===== src/hdl/lslt_pkg.sv =====
// ----------------------------------------------------------------------------
// lslt_pkg
// Shared constants, types and configuration codes of the light and sound
// level trigger.
// ----------------------------------------------------------------------------
`default_nettype none

package lslt_pkg;

    localparam int TICKS_PER_WINDOW   = 5;
    localparam int WINDOWS_PER_REPORT = 14;

    localparam int SAMPLE_W   = 12;
    localparam int LEVEL_W    = 17;
    localparam int AMP_W      = 12;
    localparam int DUTY_W     = 7;
    localparam int STHR_W     = 12;
    localparam int LTHR_W     = 16;
    localparam int HOLD_W     = 16;
    localparam int CFG_IDX_W  = 2;
    localparam int CFG_DATA_W = 16;

    localparam int LACC_W = 23;
    localparam int AACC_W = 16;
    localparam int TICK_W = $clog2(TICKS_PER_WINDOW + 1);
    localparam int WIN_W  = $clog2(WINDOWS_PER_REPORT + 1);

    localparam int QUEUE_DEPTH = 2;
    localparam int QPTR_W      = (QUEUE_DEPTH > 1) ? $clog2(QUEUE_DEPTH) : 1;
    localparam int QCNT_W      = $clog2(QUEUE_DEPTH + 1);

    // Light scaling x*65536/4095 = 16x + floor(16x/4095)
    localparam int                  SCALED_W   = 16;
    localparam logic [SAMPLE_W:0]   FULL_SCALE = 13'd4095;

    // Reciprocal division of the sums: exact for every sum of the accumulator width
    localparam int LIGHT_DIV     = TICKS_PER_WINDOW * WINDOWS_PER_REPORT;
    localparam int LIGHT_SHIFT   = LACC_W + $clog2(LIGHT_DIV);
    localparam int LIGHT_RECIP_W = LACC_W + 1;
    localparam int LPROD_W       = LACC_W + LIGHT_RECIP_W;
    localparam logic [LIGHT_RECIP_W-1:0] LIGHT_RECIP =
        LIGHT_RECIP_W'(((64'd1 << LIGHT_SHIFT) + 64'(LIGHT_DIV) - 64'd1) / 64'(LIGHT_DIV));

    localparam int AMP_DIV     = WINDOWS_PER_REPORT;
    localparam int AMP_SHIFT   = AACC_W + $clog2(AMP_DIV);
    localparam int AMP_RECIP_W = AACC_W + 1;
    localparam int APROD_W     = AACC_W + AMP_RECIP_W;
    localparam logic [AMP_RECIP_W-1:0] AMP_RECIP =
        AMP_RECIP_W'(((64'd1 << AMP_SHIFT) + 64'(AMP_DIV) - 64'd1) / 64'(AMP_DIV));

    // Duty: 100 - ceil(min(amp,1000)/10), the tenth taken as (t*205)>>11
    localparam int                  CAP_W        = 10;
    localparam logic [CAP_W-1:0]    AMP_CAP      = 10'd1000;
    localparam logic [CAP_W-1:0]    DUTY_ROUND   = 10'd9;
    localparam int                  DIV10_W      = 18;
    localparam logic [DIV10_W-1:0]  DIV10_RECIP  = 18'd205;
    localparam int                  DIV10_SHIFT  = 11;
    localparam logic [DUTY_W-1:0]   DUTY_OFF     = 7'd100;

    localparam logic [SAMPLE_W-1:0] PEAK_LOW_RST = 12'hFFF;

    localparam logic [STHR_W-1:0] SOUND_THR_RST = 12'd620;
    localparam logic [LTHR_W-1:0] LIGHT_THR_RST = 16'd500;
    localparam logic [HOLD_W-1:0] HOLD_RST      = 16'd1000;

    typedef enum logic [CFG_IDX_W-1:0] {
        CFG_SOUND_THR = 2'd0,
        CFG_LIGHT_THR = 2'd1,
        CFG_HOLD      = 2'd2,
        CFG_MODE      = 2'd3
    } t_cfg_idx;

    typedef struct packed {
        logic [STHR_W-1:0] sound_limit;
        logic [LTHR_W-1:0] light_limit;
        logic [HOLD_W-1:0] hold_ticks;
        logic              sound_lamp_mode;
    } t_cfg;

    typedef struct packed {
        logic [LEVEL_W-1:0]  scaled_light;
        logic [SAMPLE_W-1:0] sound_sample;
    } t_front_item;

    typedef struct packed {
        logic              report;
        logic [LACC_W-1:0] light_total;
        logic [AACC_W-1:0] amp_sum;
    } t_acc_item;

    typedef struct packed {
        logic              active;
        logic [HOLD_W-1:0] elapsed;
    } t_lamp;

endpackage

`default_nettype wire


===== src/hdl/lslt_sample_if.sv =====
// ----------------------------------------------------------------------------
// lslt_sample_if
// Sample channel: one light and one sound sample per transfer.
// ----------------------------------------------------------------------------
`default_nettype none

interface lslt_sample_if;
    logic                          valid;
    logic                          ready;
    logic [lslt_pkg::SAMPLE_W-1:0] light_sample;
    logic [lslt_pkg::SAMPLE_W-1:0] sound_sample;

    modport source (output valid, light_sample, sound_sample, input ready);
    modport sink   (input valid, light_sample, sound_sample, output ready);
endinterface

`default_nettype wire


===== src/hdl/lslt_result_if.sv =====
// ----------------------------------------------------------------------------
// lslt_result_if
// Result channel: averages, lamp states and duty per transfer.
// ----------------------------------------------------------------------------
`default_nettype none

interface lslt_result_if;
    logic                         valid;
    logic                         ready;
    logic [lslt_pkg::LEVEL_W-1:0] light_level;
    logic [lslt_pkg::AMP_W-1:0]   sound_amplitude;
    logic                         report_done;
    logic                         sound_lamp_on;
    logic                         light_lamp_on;
    logic [lslt_pkg::DUTY_W-1:0]  proportional_duty;

    modport source (output valid, light_level, sound_amplitude, report_done,
                    sound_lamp_on, light_lamp_on, proportional_duty, input ready);
    modport sink   (input valid, light_level, sound_amplitude, report_done,
                    sound_lamp_on, light_lamp_on, proportional_duty, output ready);
endinterface

`default_nettype wire


===== src/hdl/lslt_front.sv =====
// ----------------------------------------------------------------------------
// lslt_front
// Input register: take a sample pair and scale the light sample to 0..65536.
// ----------------------------------------------------------------------------
`default_nettype none

module lslt_front (
    input  wire logic                  i_clk,
    input  wire logic                  i_rst_n,
    lslt_sample_if.sink                i_in,
    output logic                       o_valid,
    input  wire logic                  i_ready,
    output lslt_pkg::t_front_item      o_item
);

    logic                             r_valid;
    lslt_pkg::t_front_item            r_item;
    lslt_pkg::t_front_item            n_item;
    logic                             take;
    logic [lslt_pkg::SCALED_W-1:0]    times16;
    logic [3:0]                       q0;
    logic [lslt_pkg::SAMPLE_W:0]      rem;
    logic                             carry;

    assign i_in.ready = !r_valid || i_ready;
    assign take       = i_in.valid && i_in.ready;

    always_comb begin
        times16 = {i_in.light_sample, 4'b0000};
        q0      = times16[lslt_pkg::SCALED_W-1 -: 4];
        rem     = {1'b0, times16[lslt_pkg::SAMPLE_W-1:0]} + (lslt_pkg::SAMPLE_W + 1)'(q0);
        carry   = rem >= lslt_pkg::FULL_SCALE;
        n_item.scaled_light = {1'b0, times16} + lslt_pkg::LEVEL_W'(q0)
                              + lslt_pkg::LEVEL_W'(carry);
        n_item.sound_sample = i_in.sound_sample;
    end

    always_ff @(posedge i_clk) begin
        if (!i_rst_n) begin
            r_valid <= 1'b0;
        end else if (i_in.ready) begin
            r_valid <= i_in.valid;
        end
    end

    always_ff @(posedge i_clk) begin
        if (take) begin
            r_item <= n_item;
        end
    end

    assign o_valid = r_valid;
    assign o_item  = r_item;

endmodule

`default_nettype wire


===== src/hdl/lslt_queue.sv =====
// ----------------------------------------------------------------------------
// lslt_queue
// Short queue between the front and back parts.
// ----------------------------------------------------------------------------
`default_nettype none

module lslt_queue (
    input  wire logic                  i_clk,
    input  wire logic                  i_rst_n,
    input  wire logic                  i_valid,
    output logic                       o_ready,
    input  wire lslt_pkg::t_front_item i_item,
    output logic                       o_valid,
    input  wire logic                  i_ready,
    output lslt_pkg::t_front_item      o_item
);

    lslt_pkg::t_front_item         r_mem [lslt_pkg::QUEUE_DEPTH];
    logic [lslt_pkg::QPTR_W-1:0]   r_wr_ptr;
    logic [lslt_pkg::QPTR_W-1:0]   r_rd_ptr;
    logic [lslt_pkg::QCNT_W-1:0]   r_count;
    logic                          push;
    logic                          pop;

    assign o_ready = r_count != lslt_pkg::QCNT_W'(lslt_pkg::QUEUE_DEPTH);
    assign o_valid = r_count != '0;
    assign push    = i_valid && o_ready;
    assign pop     = o_valid && i_ready;
    assign o_item  = r_mem[r_rd_ptr];

    function automatic logic [lslt_pkg::QPTR_W-1:0] advance(
        input logic [lslt_pkg::QPTR_W-1:0] ptr
    );
        return (ptr == lslt_pkg::QPTR_W'(lslt_pkg::QUEUE_DEPTH - 1)) ? '0
                                                                    : ptr + 1'b1;
    endfunction

    always_ff @(posedge i_clk) begin
        if (!i_rst_n) begin
            r_wr_ptr <= '0;
            r_rd_ptr <= '0;
            r_count  <= '0;
        end else begin
            if (push) begin
                r_wr_ptr <= advance(r_wr_ptr);
            end
            if (pop) begin
                r_rd_ptr <= advance(r_rd_ptr);
            end
            if (push && !pop) begin
                r_count <= r_count + 1'b1;
            end else if (pop && !push) begin
                r_count <= r_count - 1'b1;
            end
        end
    end

    always_ff @(posedge i_clk) begin
        if (push) begin
            r_mem[r_wr_ptr] <= i_item;
        end
    end

endmodule

`default_nettype wire


===== src/hdl/lslt_back.sv =====
// ----------------------------------------------------------------------------
// lslt_back
// Accumulate and window, divide the sums at report time, run the lamp hold
// and the duty, and hold the result for the output channel.
// ----------------------------------------------------------------------------
`default_nettype none

module lslt_back (
    input  wire logic                  i_clk,
    input  wire logic                  i_rst_n,
    input  wire lslt_pkg::t_cfg        i_cfg,
    input  wire logic                  i_valid,
    output logic                       o_ready,
    input  wire lslt_pkg::t_front_item i_item,
    lslt_result_if.source              o_out
);

    logic en1, en2, en3;
    logic r_v1, r_v2, r_v3;
    logic accept;

    // accumulate stage
    logic [lslt_pkg::LACC_W-1:0]   r_lacc;
    logic [lslt_pkg::AACC_W-1:0]   r_aacc;
    logic [lslt_pkg::SAMPLE_W-1:0] r_peak_hi;
    logic [lslt_pkg::SAMPLE_W-1:0] r_peak_lo;
    logic [lslt_pkg::TICK_W-1:0]   r_tick;
    logic [lslt_pkg::WIN_W-1:0]    r_win;
    lslt_pkg::t_acc_item           r_acc;

    logic [lslt_pkg::SAMPLE_W-1:0] peak_hi;
    logic [lslt_pkg::SAMPLE_W-1:0] peak_lo;
    logic [lslt_pkg::SAMPLE_W-1:0] window_amp;
    logic [lslt_pkg::TICK_W-1:0]   tick_inc;
    logic [lslt_pkg::WIN_W-1:0]    win_inc;
    logic                          win_end;
    lslt_pkg::t_acc_item           n_acc;

    // multiply stage
    logic [lslt_pkg::LPROD_W-1:0]  r_lprod;
    logic [lslt_pkg::APROD_W-1:0]  r_aprod;
    logic                          r_rep2;

    // lamp and duty stage
    logic [lslt_pkg::LEVEL_W-1:0]  r_avg_l;
    logic [lslt_pkg::AMP_W-1:0]    r_avg_a;
    lslt_pkg::t_lamp               r_slamp;
    lslt_pkg::t_lamp               r_llamp;
    logic                          r_rep3;
    logic                          r_sound_on;
    logic [lslt_pkg::DUTY_W-1:0]   r_duty;

    logic [lslt_pkg::LEVEL_W-1:0]  n_avg_l;
    logic [lslt_pkg::AMP_W-1:0]    n_avg_a;
    lslt_pkg::t_lamp               n_slamp;
    lslt_pkg::t_lamp               n_llamp;
    logic [lslt_pkg::DUTY_W-1:0]   n_duty;
    logic [lslt_pkg::CAP_W-1:0]    amp_cap;
    logic [lslt_pkg::CAP_W-1:0]    round_up;
    logic [lslt_pkg::DIV10_W-1:0]  tenth_prod;
    logic [lslt_pkg::DUTY_W-1:0]   tenth;

    assign en3     = !r_v3 || o_out.ready;
    assign en2     = !r_v2 || en3;
    assign en1     = !r_v1 || en2;
    assign o_ready = en1;
    assign accept  = i_valid && en1;

    function automatic lslt_pkg::t_lamp lamp_step(
        input logic                            trig,
        input lslt_pkg::t_lamp                 cur,
        input logic [lslt_pkg::HOLD_W-1:0]     hold
    );
        lslt_pkg::t_lamp nxt;
        nxt = cur;
        if (trig) begin
            nxt.active  = 1'b1;
            nxt.elapsed = '0;
        end else if (cur.active) begin
            if (cur.elapsed != '1) begin
                nxt.elapsed = cur.elapsed + 1'b1;
            end
            if (nxt.elapsed >= hold) begin
                nxt.active = 1'b0;
            end
        end
        return nxt;
    endfunction

    always_comb begin
        peak_hi    = (i_item.sound_sample > r_peak_hi) ? i_item.sound_sample : r_peak_hi;
        peak_lo    = (i_item.sound_sample < r_peak_lo) ? i_item.sound_sample : r_peak_lo;
        window_amp = peak_hi - peak_lo;
        tick_inc   = lslt_pkg::TICK_W'(r_tick + 1'b1);
        win_end    = tick_inc == lslt_pkg::TICK_W'(lslt_pkg::TICKS_PER_WINDOW);
        win_inc    = r_win + lslt_pkg::WIN_W'(win_end);
        n_acc.light_total = r_lacc + lslt_pkg::LACC_W'(i_item.scaled_light);
        n_acc.amp_sum     = r_aacc + (win_end ? lslt_pkg::AACC_W'(window_amp)
                                              : lslt_pkg::AACC_W'(0));
        n_acc.report      = win_inc == lslt_pkg::WIN_W'(lslt_pkg::WINDOWS_PER_REPORT);
    end

    always_ff @(posedge i_clk) begin
        if (!i_rst_n) begin
            r_v1      <= 1'b0;
            r_lacc    <= '0;
            r_aacc    <= '0;
            r_peak_hi <= '0;
            r_peak_lo <= lslt_pkg::PEAK_LOW_RST;
            r_tick    <= '0;
            r_win     <= '0;
        end else begin
            if (en1) begin
                r_v1 <= i_valid;
            end
            if (accept) begin
                r_lacc    <= n_acc.report ? '0 : n_acc.light_total;
                r_aacc    <= n_acc.report ? '0 : n_acc.amp_sum;
                r_win     <= n_acc.report ? '0 : win_inc;
                r_peak_hi <= win_end ? '0 : peak_hi;
                r_peak_lo <= win_end ? lslt_pkg::PEAK_LOW_RST : peak_lo;
                r_tick    <= win_end ? '0 : tick_inc;
            end
        end
    end

    always_ff @(posedge i_clk) begin
        if (accept) begin
            r_acc <= n_acc;
        end
    end

    always_ff @(posedge i_clk) begin
        if (!i_rst_n) begin
            r_v2 <= 1'b0;
        end else if (en2) begin
            r_v2 <= r_v1;
        end
    end

    always_ff @(posedge i_clk) begin
        if (en2 && r_v1) begin
            r_lprod <= lslt_pkg::LPROD_W'(r_acc.light_total)
                       * lslt_pkg::LPROD_W'(lslt_pkg::LIGHT_RECIP);
            r_aprod <= lslt_pkg::APROD_W'(r_acc.amp_sum)
                       * lslt_pkg::APROD_W'(lslt_pkg::AMP_RECIP);
            r_rep2  <= r_acc.report;
        end
    end

    always_comb begin
        n_avg_l = r_rep2 ? lslt_pkg::LEVEL_W'(r_lprod >> lslt_pkg::LIGHT_SHIFT) : r_avg_l;
        n_avg_a = r_rep2 ? lslt_pkg::AMP_W'(r_aprod >> lslt_pkg::AMP_SHIFT) : r_avg_a;
        n_slamp = lamp_step(n_avg_a >= i_cfg.sound_limit, r_slamp, i_cfg.hold_ticks);
        n_llamp = lamp_step(n_avg_l <= lslt_pkg::LEVEL_W'(i_cfg.light_limit), r_llamp,
                            i_cfg.hold_ticks);
        amp_cap    = (n_avg_a > lslt_pkg::AMP_W'(lslt_pkg::AMP_CAP))
                     ? lslt_pkg::AMP_CAP : lslt_pkg::CAP_W'(n_avg_a);
        round_up   = amp_cap + lslt_pkg::DUTY_ROUND;
        tenth_prod = lslt_pkg::DIV10_W'(round_up) * lslt_pkg::DIV10_RECIP;
        tenth      = lslt_pkg::DUTY_W'(tenth_prod >> lslt_pkg::DIV10_SHIFT);
        n_duty     = i_cfg.sound_lamp_mode ? lslt_pkg::DUTY_OFF : lslt_pkg::DUTY_OFF - tenth;
    end

    always_ff @(posedge i_clk) begin
        if (!i_rst_n) begin
            r_v3    <= 1'b0;
            r_avg_l <= '0;
            r_avg_a <= '0;
            r_slamp <= '0;
            r_llamp <= '0;
        end else begin
            if (en3) begin
                r_v3 <= r_v2;
            end
            if (en3 && r_v2) begin
                r_avg_l <= n_avg_l;
                r_avg_a <= n_avg_a;
                r_slamp <= n_slamp;
                r_llamp <= n_llamp;
            end
        end
    end

    always_ff @(posedge i_clk) begin
        if (en3 && r_v2) begin
            r_rep3     <= r_rep2;
            r_sound_on <= i_cfg.sound_lamp_mode && n_slamp.active;
            r_duty     <= n_duty;
        end
    end

    assign o_out.valid             = r_v3;
    assign o_out.light_level       = r_avg_l;
    assign o_out.sound_amplitude   = r_avg_a;
    assign o_out.report_done       = r_rep3;
    assign o_out.sound_lamp_on     = r_sound_on;
    assign o_out.light_lamp_on     = r_llamp.active;
    assign o_out.proportional_duty = r_duty;

endmodule

`default_nettype wire


===== src/hdl/light_sound_level_trigger_top.sv =====
// ----------------------------------------------------------------------------
// light_sound_level_trigger_top
// Light and sound level trigger: averages, threshold lamps with hold, duty.
// ----------------------------------------------------------------------------
// Path: an accepted sample pair passes the front register, the queue and the
// accumulate, multiply and lamp stages. Throughput: one sample pair per cycle while
// the result channel is not stalled; the divisions ride in the multiply stage.
// Reset: synchronous, active low; sums, windows, averages and lamps clear,
// registers return to 620 / 500 / 1000 / mode 0, no transfer in flight.
`default_nettype none

module light_sound_level_trigger_top (
    input  wire logic                            i_clk,
    input  wire logic                            i_rst_n,
    input  wire logic                            i_cfg_we,
    input  wire logic [lslt_pkg::CFG_IDX_W-1:0]  i_cfg_idx,
    input  wire logic [lslt_pkg::CFG_DATA_W-1:0] i_cfg_wdata,
    lslt_sample_if.sink                          i_in,
    lslt_result_if.source                        o_out
);

    lslt_pkg::t_cfg        r_cfg;
    lslt_pkg::t_cfg        n_cfg;
    logic                  front_valid;
    logic                  front_ready;
    lslt_pkg::t_front_item front_item;
    logic                  queue_valid;
    logic                  queue_ready;
    lslt_pkg::t_front_item queue_item;

    always_comb begin
        n_cfg = r_cfg;
        if (i_cfg_we) begin
            unique case (lslt_pkg::t_cfg_idx'(i_cfg_idx))
                lslt_pkg::CFG_SOUND_THR: begin
                    n_cfg.sound_limit = i_cfg_wdata[lslt_pkg::STHR_W-1:0];
                end
                lslt_pkg::CFG_LIGHT_THR: begin
                    n_cfg.light_limit = i_cfg_wdata[lslt_pkg::LTHR_W-1:0];
                end
                lslt_pkg::CFG_HOLD: begin
                    n_cfg.hold_ticks = i_cfg_wdata[lslt_pkg::HOLD_W-1:0];
                end
                lslt_pkg::CFG_MODE: begin
                    n_cfg.sound_lamp_mode = i_cfg_wdata[0];
                end
            endcase
        end
    end

    always_ff @(posedge i_clk) begin
        if (!i_rst_n) begin
            r_cfg.sound_limit     <= lslt_pkg::SOUND_THR_RST;
            r_cfg.light_limit     <= lslt_pkg::LIGHT_THR_RST;
            r_cfg.hold_ticks      <= lslt_pkg::HOLD_RST;
            r_cfg.sound_lamp_mode <= 1'b0;
        end else begin
            r_cfg <= n_cfg;
        end
    end

    lslt_front u_front (
        .i_clk   (i_clk),
        .i_rst_n (i_rst_n),
        .i_in    (i_in),
        .o_valid (front_valid),
        .i_ready (front_ready),
        .o_item  (front_item)
    );

    lslt_queue u_queue (
        .i_clk   (i_clk),
        .i_rst_n (i_rst_n),
        .i_valid (front_valid),
        .o_ready (front_ready),
        .i_item  (front_item),
        .o_valid (queue_valid),
        .i_ready (queue_ready),
        .o_item  (queue_item)
    );

    lslt_back u_back (
        .i_clk   (i_clk),
        .i_rst_n (i_rst_n),
        .i_cfg   (r_cfg),
        .i_valid (queue_valid),
        .o_ready (queue_ready),
        .i_item  (queue_item),
        .o_out   (o_out)
    );

    a_mode0_sound_off: assert property (@(posedge i_clk) disable iff (!i_rst_n)
        o_out.valid && !r_cfg.sound_lamp_mode |-> !o_out.sound_lamp_on)
        else $error("sound lamp on in proportional mode");

    a_mode1_duty_off: assert property (@(posedge i_clk) disable iff (!i_rst_n)
        o_out.valid && r_cfg.sound_lamp_mode |-> o_out.proportional_duty == lslt_pkg::DUTY_OFF)
        else $error("duty not off in threshold mode");

    a_level_range: assert property (@(posedge i_clk) disable iff (!i_rst_n)
        o_out.valid |-> o_out.light_level <= 17'd65536 && o_out.proportional_duty <= 7'd100)
        else $error("result out of range");

endmodule

`default_nettype wire

===== src/flat_wrapper.sv =====
// flat-port wrapper written by rule: the top's interface ports become plain ports
module light_sound_level_trigger_top_flat 
  (i_clk, i_rst_n, i_cfg_we, i_cfg_idx, i_cfg_wdata, i_in_valid, i_in_light_sample, i_in_sound_sample, i_in_ready, o_out_valid, o_out_light_level, o_out_sound_amplitude, o_out_report_done, o_out_sound_lamp_on, o_out_light_lamp_on, o_out_proportional_duty, o_out_ready);
  lslt_sample_if i_in_i ();
  lslt_result_if o_out_i ();
  input  wire logic i_clk;
  input  wire logic i_rst_n;
  input  wire logic i_cfg_we;
  input  wire logic [lslt_pkg::CFG_IDX_W-1:0] i_cfg_idx;
  input  wire logic [lslt_pkg::CFG_DATA_W-1:0] i_cfg_wdata;
  input wire logic [$bits(i_in_i.valid)-1:0] i_in_valid;
  input wire logic [$bits(i_in_i.light_sample)-1:0] i_in_light_sample;
  input wire logic [$bits(i_in_i.sound_sample)-1:0] i_in_sound_sample;
  output wire logic [$bits(i_in_i.ready)-1:0] i_in_ready;
  output wire logic [$bits(o_out_i.valid)-1:0] o_out_valid;
  output wire logic [$bits(o_out_i.light_level)-1:0] o_out_light_level;
  output wire logic [$bits(o_out_i.sound_amplitude)-1:0] o_out_sound_amplitude;
  output wire logic [$bits(o_out_i.report_done)-1:0] o_out_report_done;
  output wire logic [$bits(o_out_i.sound_lamp_on)-1:0] o_out_sound_lamp_on;
  output wire logic [$bits(o_out_i.light_lamp_on)-1:0] o_out_light_lamp_on;
  output wire logic [$bits(o_out_i.proportional_duty)-1:0] o_out_proportional_duty;
  input wire logic [$bits(o_out_i.ready)-1:0] o_out_ready;
  assign i_in_i.valid = i_in_valid;
  assign i_in_i.light_sample = i_in_light_sample;
  assign i_in_i.sound_sample = i_in_sound_sample;
  assign i_in_ready = i_in_i.ready;
  assign o_out_valid = o_out_i.valid;
  assign o_out_light_level = o_out_i.light_level;
  assign o_out_sound_amplitude = o_out_i.sound_amplitude;
  assign o_out_report_done = o_out_i.report_done;
  assign o_out_sound_lamp_on = o_out_i.sound_lamp_on;
  assign o_out_light_lamp_on = o_out_i.light_lamp_on;
  assign o_out_proportional_duty = o_out_i.proportional_duty;
  assign o_out_i.ready = o_out_ready;
  light_sound_level_trigger_top u_core (.i_clk(i_clk), .i_rst_n(i_rst_n), .i_cfg_we(i_cfg_we), .i_cfg_idx(i_cfg_idx), .i_cfg_wdata(i_cfg_wdata), .i_in(i_in_i), .o_out(o_out_i));
endmodule

===== config.mk =====
export PLATFORM = sky130hd
export DESIGN_NAME = light_sound_level_trigger_top_flat
export DESIGN_NICKNAME = d
export VERILOG_FILES = /design/src/hdl/lslt_pkg.sv /design/src/hdl/lslt_sample_if.sv /design/src/hdl/lslt_result_if.sv /design/src/hdl/lslt_front.sv /design/src/hdl/lslt_queue.sv /design/src/hdl/lslt_back.sv /design/src/hdl/light_sound_level_trigger_top.sv /design/src/flat_wrapper.sv
export SDC_FILE = /design/constraint.sdc
export NUM_CORES = 1
export LEC_CHECK = 0
export BUFFER_PORTS_ARGS = -buffer_cell sky130_fd_sc_hd__buf_2
export CORE_MARGIN = 2
export CORE_UTILIZATION = 50
export DETAILED_ROUTE_END_ITERATION = 10
export PLACE_DENSITY = 0.66
export SLEW_MARGIN = 20
export SYNTH_ARGS = -nofsm -noshare
export SYNTH_HDL_FRONTEND = slang
export SYNTH_HIERARCHICAL = 1
export SYNTH_SLANG_ARGS = --single-unit

===== constraint.sdc =====
create_clock -name i_clk -period 9 [get_ports i_clk]
set_input_delay 1.35 -clock i_clk [delete_from_list [all_inputs] [get_ports i_clk]]
set_output_delay 1.35 -clock i_clk [all_outputs]
set_load 0.005 [all_outputs]

==> run summary <==
Simple-gate share of the synthesized area: 10.6%
Slew headroom: 30.8%
Adder-cell area share of the yosys netlist: 34.6%
Clk_skew: 0.0164 ns
Die H: 249 um
Crit path max fanout: 15
Element type at the critical path end: flip-flop
Final #Nets: 3821
Final hold vios: 0
CP Launch Type: flip-flop
Most frequent cells in the layout: 499 x ha_1, 448 x inv_1, 211 x nand2_1, 209 x fa_1, 187 x dfxtp_1
Antenna violations before repair: 2
Synth-to-layout area growth: 8.56%
Core Box Area: 59200 sq um
CTS root buffer: clkbuf_16
Die X-Extent: 249 um
Unique masters post-synth: 93
Cells after Synth: 2996
WL met2: 32.2 mm
Crit-path slowest cell: edfxtp_1
Final non-filler cell area: 32700 sq um
Register area share after synthesis: 29.0%
Post-place instance area: 31300 sq um
Worst slew pin tran: 1.04 ns
Routability cong.: 0.885
Setup repair bufs after CTS: 0
Max-Cap Viols: 0
Post-route minimum period: 8.23 ns
Routed met3 length: 2.62 mm
Routed metal-1 wirelength: 29.9 mm
Status: completed
Register bit total from synthesis: 353
EDFF count, synth: 166
Top Ports: 88
Wire per inst: 17.1 um
CTS Sinks: 353
CTS Buf Count: 40
Cts hold-fix bufs: 0
XOR/XNOR Fraction of Synth Area: 3.78%
Largest family of logic cells by synthesized area: adder cells
Critical path's most frequent cell: inv_1
Clk_lat worst skew: 0.56 ns
Hpwl dp: 53.3 mm
Worst hold path class: flip-flop to flip-flop
DR vias: 21179
Post-synth ARST share: 0%
Fmax: 121 MHz
Top Layer Used: met5
I/O Buffers: 87
Syn avg cell area: 10.0 sq um
Largest net degree at the start of global routing: 79
Crit path largest cell delay: 0.74 ns
Max clock buf depth: 3
Mapped cell area: 30100 sq um
Post-route ant nets: 0
Row count: 89
CTS H-tree lvls: 2
Wire length of the first global-routing pass: 109 mm
WP data required: 9.41 ns
Worst hold-check slack: 0.441 ns
Clock slew seen by the registers of the worst setup and hold paths: 0.06 ns
Most common cell after layout, fill and taps aside: ha_1
Number of global-route vias before repair: 21694
DR iter-0 viols: 848
Remaining Overflow, GRT: 0
Share of cells above drive strength 1: 8.52%
Vias per cell: 5.47
Post-synthesis mux area share: 3.82%
Main flop type after synthesis: dfxtp_1
Routed wire length: 66.4 mm
Post_cts resized: 0
CTS tree: yes
Post-Syn Nets: 3751
WS Path Type: flip-flop to flip-flop
Tcrit/Tclk final: 91.5%
Endpoints failing setup: 0
Ys Warns: 6
DRC Markers: 0
RSZ-0062 raised after global routing: false
Setup TNS: 0 ns
Initial Utilization: 50.8%
Overall die area: 62200 sq um
Total Routing Usage GR: 21.4%
Pre-Repair DR Iteration Count: 6
Compound-Gate Fraction of Synth Area: 11.3%
WP data arrival: 8.64 ns
Pins over their slew limit: 0
critical path, delay by kind of cell (launching register included):
family / cells / cell delay (ns)
flops: 1 / 0.74
fa+ha+maj: 6 / 2.50
buf+inv: 6 / 0.58
xor+xnor: 2 / 0.45
simple gates: 9 / 1.95
mux: 2 / 0.58
compound gates: 7 / 1.25
layer usage:
| layer | vias up | track usage, % |
|---|---|---|
| li1 | 10450 | - |
| met1 | 10192 | 27.4 |
| met2 | 428 | 37.8 |
| met3 | 107 | 2.62 |
| met4 | 2 | 6.25 |
| met5 | - | 0 |
registers in the layout, summed over array words and instances (netlist names), 17 cells and up, named ones only:
register                         count
u_core/u_back/r_lacc                23
u_core/u_back/r_lprod               17
u_core/r_cfg                        45
u_core/u_queue/r_mem                58
u_core/u_front/o_item               29
u_core/u_back/r_acc                 40
u_core/u_back/o_out.light_level     17
u_core/u_back/r_slamp               17
synth_stat cells, types with 6 or more instances:
cell / count / area share [%]
o22ai_1: 18 / 0.37
nor2b_1: 40 / 0.83
o21a_1: 19 / 0.47
a21boi_0: 10 / 0.25
nand4_1: 30 / 0.62
nor3_1: 34 / 0.57
dfxtp_1: 187 / 12
inv_1: 452 / 5.6
nor2_1: 153 / 1.9
ha_1: 499 / 21
edfxtp_1: 166 / 17
a22oi_1: 30 / 0.75
fa_1: 209 / 14
and4_1: 7 / 0.20
o211ai_1: 11 / 0.27
or3_1: 17 / 0.35
a22o_1: 13 / 0.38
mux2_2: 51 / 1.9
buf_2: 10 / 0.17
a21oi_1: 154 / 2.6
clkbuf_1: 54 / 0.67
mux2i_1: 56 / 1.9
or2_2: 11 / 0.23
a211oi_1: 21 / 0.52
nor4_1: 6 / 0.12
nand3_1: 46 / 0.76
nand2_1: 212 / 2.6
and2_1: 13 / 0.27
o21bai_1: 16 / 0.40
xnor2_1: 92 / 2.7
a21o_1: 59 / 1.5
o21ai_0: 86 / 1.4
and3_1: 17 / 0.35
o31ai_1: 11 / 0.27
xor2_1: 38 / 1.1
a31oi_1: 17 / 0.35
nand2b_1: 24 / 0.50
nand3b_1: 9 / 0.22
path summary, 6_finish.rpt:
kind                              from                                       end  slack [ns]  depth (start not counted)
max               u_core/u_back/r_rep2  u_core/u_back/o_out.proportional_duty[4]        0.77                         32
min          u_core/u_front/o_item[20]               u_core/u_queue/r_mem[1][20]        0.44                          0
max reg2reg       u_core/u_back/r_rep2  u_core/u_back/o_out.proportional_duty[4]        0.77                         32
min reg2reg  u_core/u_front/o_item[20]               u_core/u_queue/r_mem[1][20]        0.44                          0
area by class of cell:
class,count,area [sq um]
fill,5144,26600
multi-input combinational,2115,19300
sequential,353,8730
inverter,453,1700
clock buffer,52,1090
tap,773,967
timing repair buffer,103,576
clock inverter,22,280
antenna,1,2.50
stage by stage:
step | util, % | setup WS [ns] | std cells
2_1_floorplan | - | 1.49 | 2996
3_3_place_gp | 52.8 | 1.11 | 3795
3_5_place_dp | 52.8 | 0.874 | 3795
4_1_cts | 55.1 | 0.797 | 3869
5_1_grt | 55.2 | 0.141 | 3871
6_report | 55.2 | 0.769 | 3872
cell families (layout without fill, tap and decap cells):
group	Yosys count	count (layout)
compound gates	520	520
xor+xnor	130	130
fa+ha+maj	708	708
mux	108	108
simple gates	649	649
other cells	0	1
buf+inv	528	630
flops	353	353
Power is not shown: default switching activity piles up to over one toggle a cycle in this logic, so the estimate is an artifact.
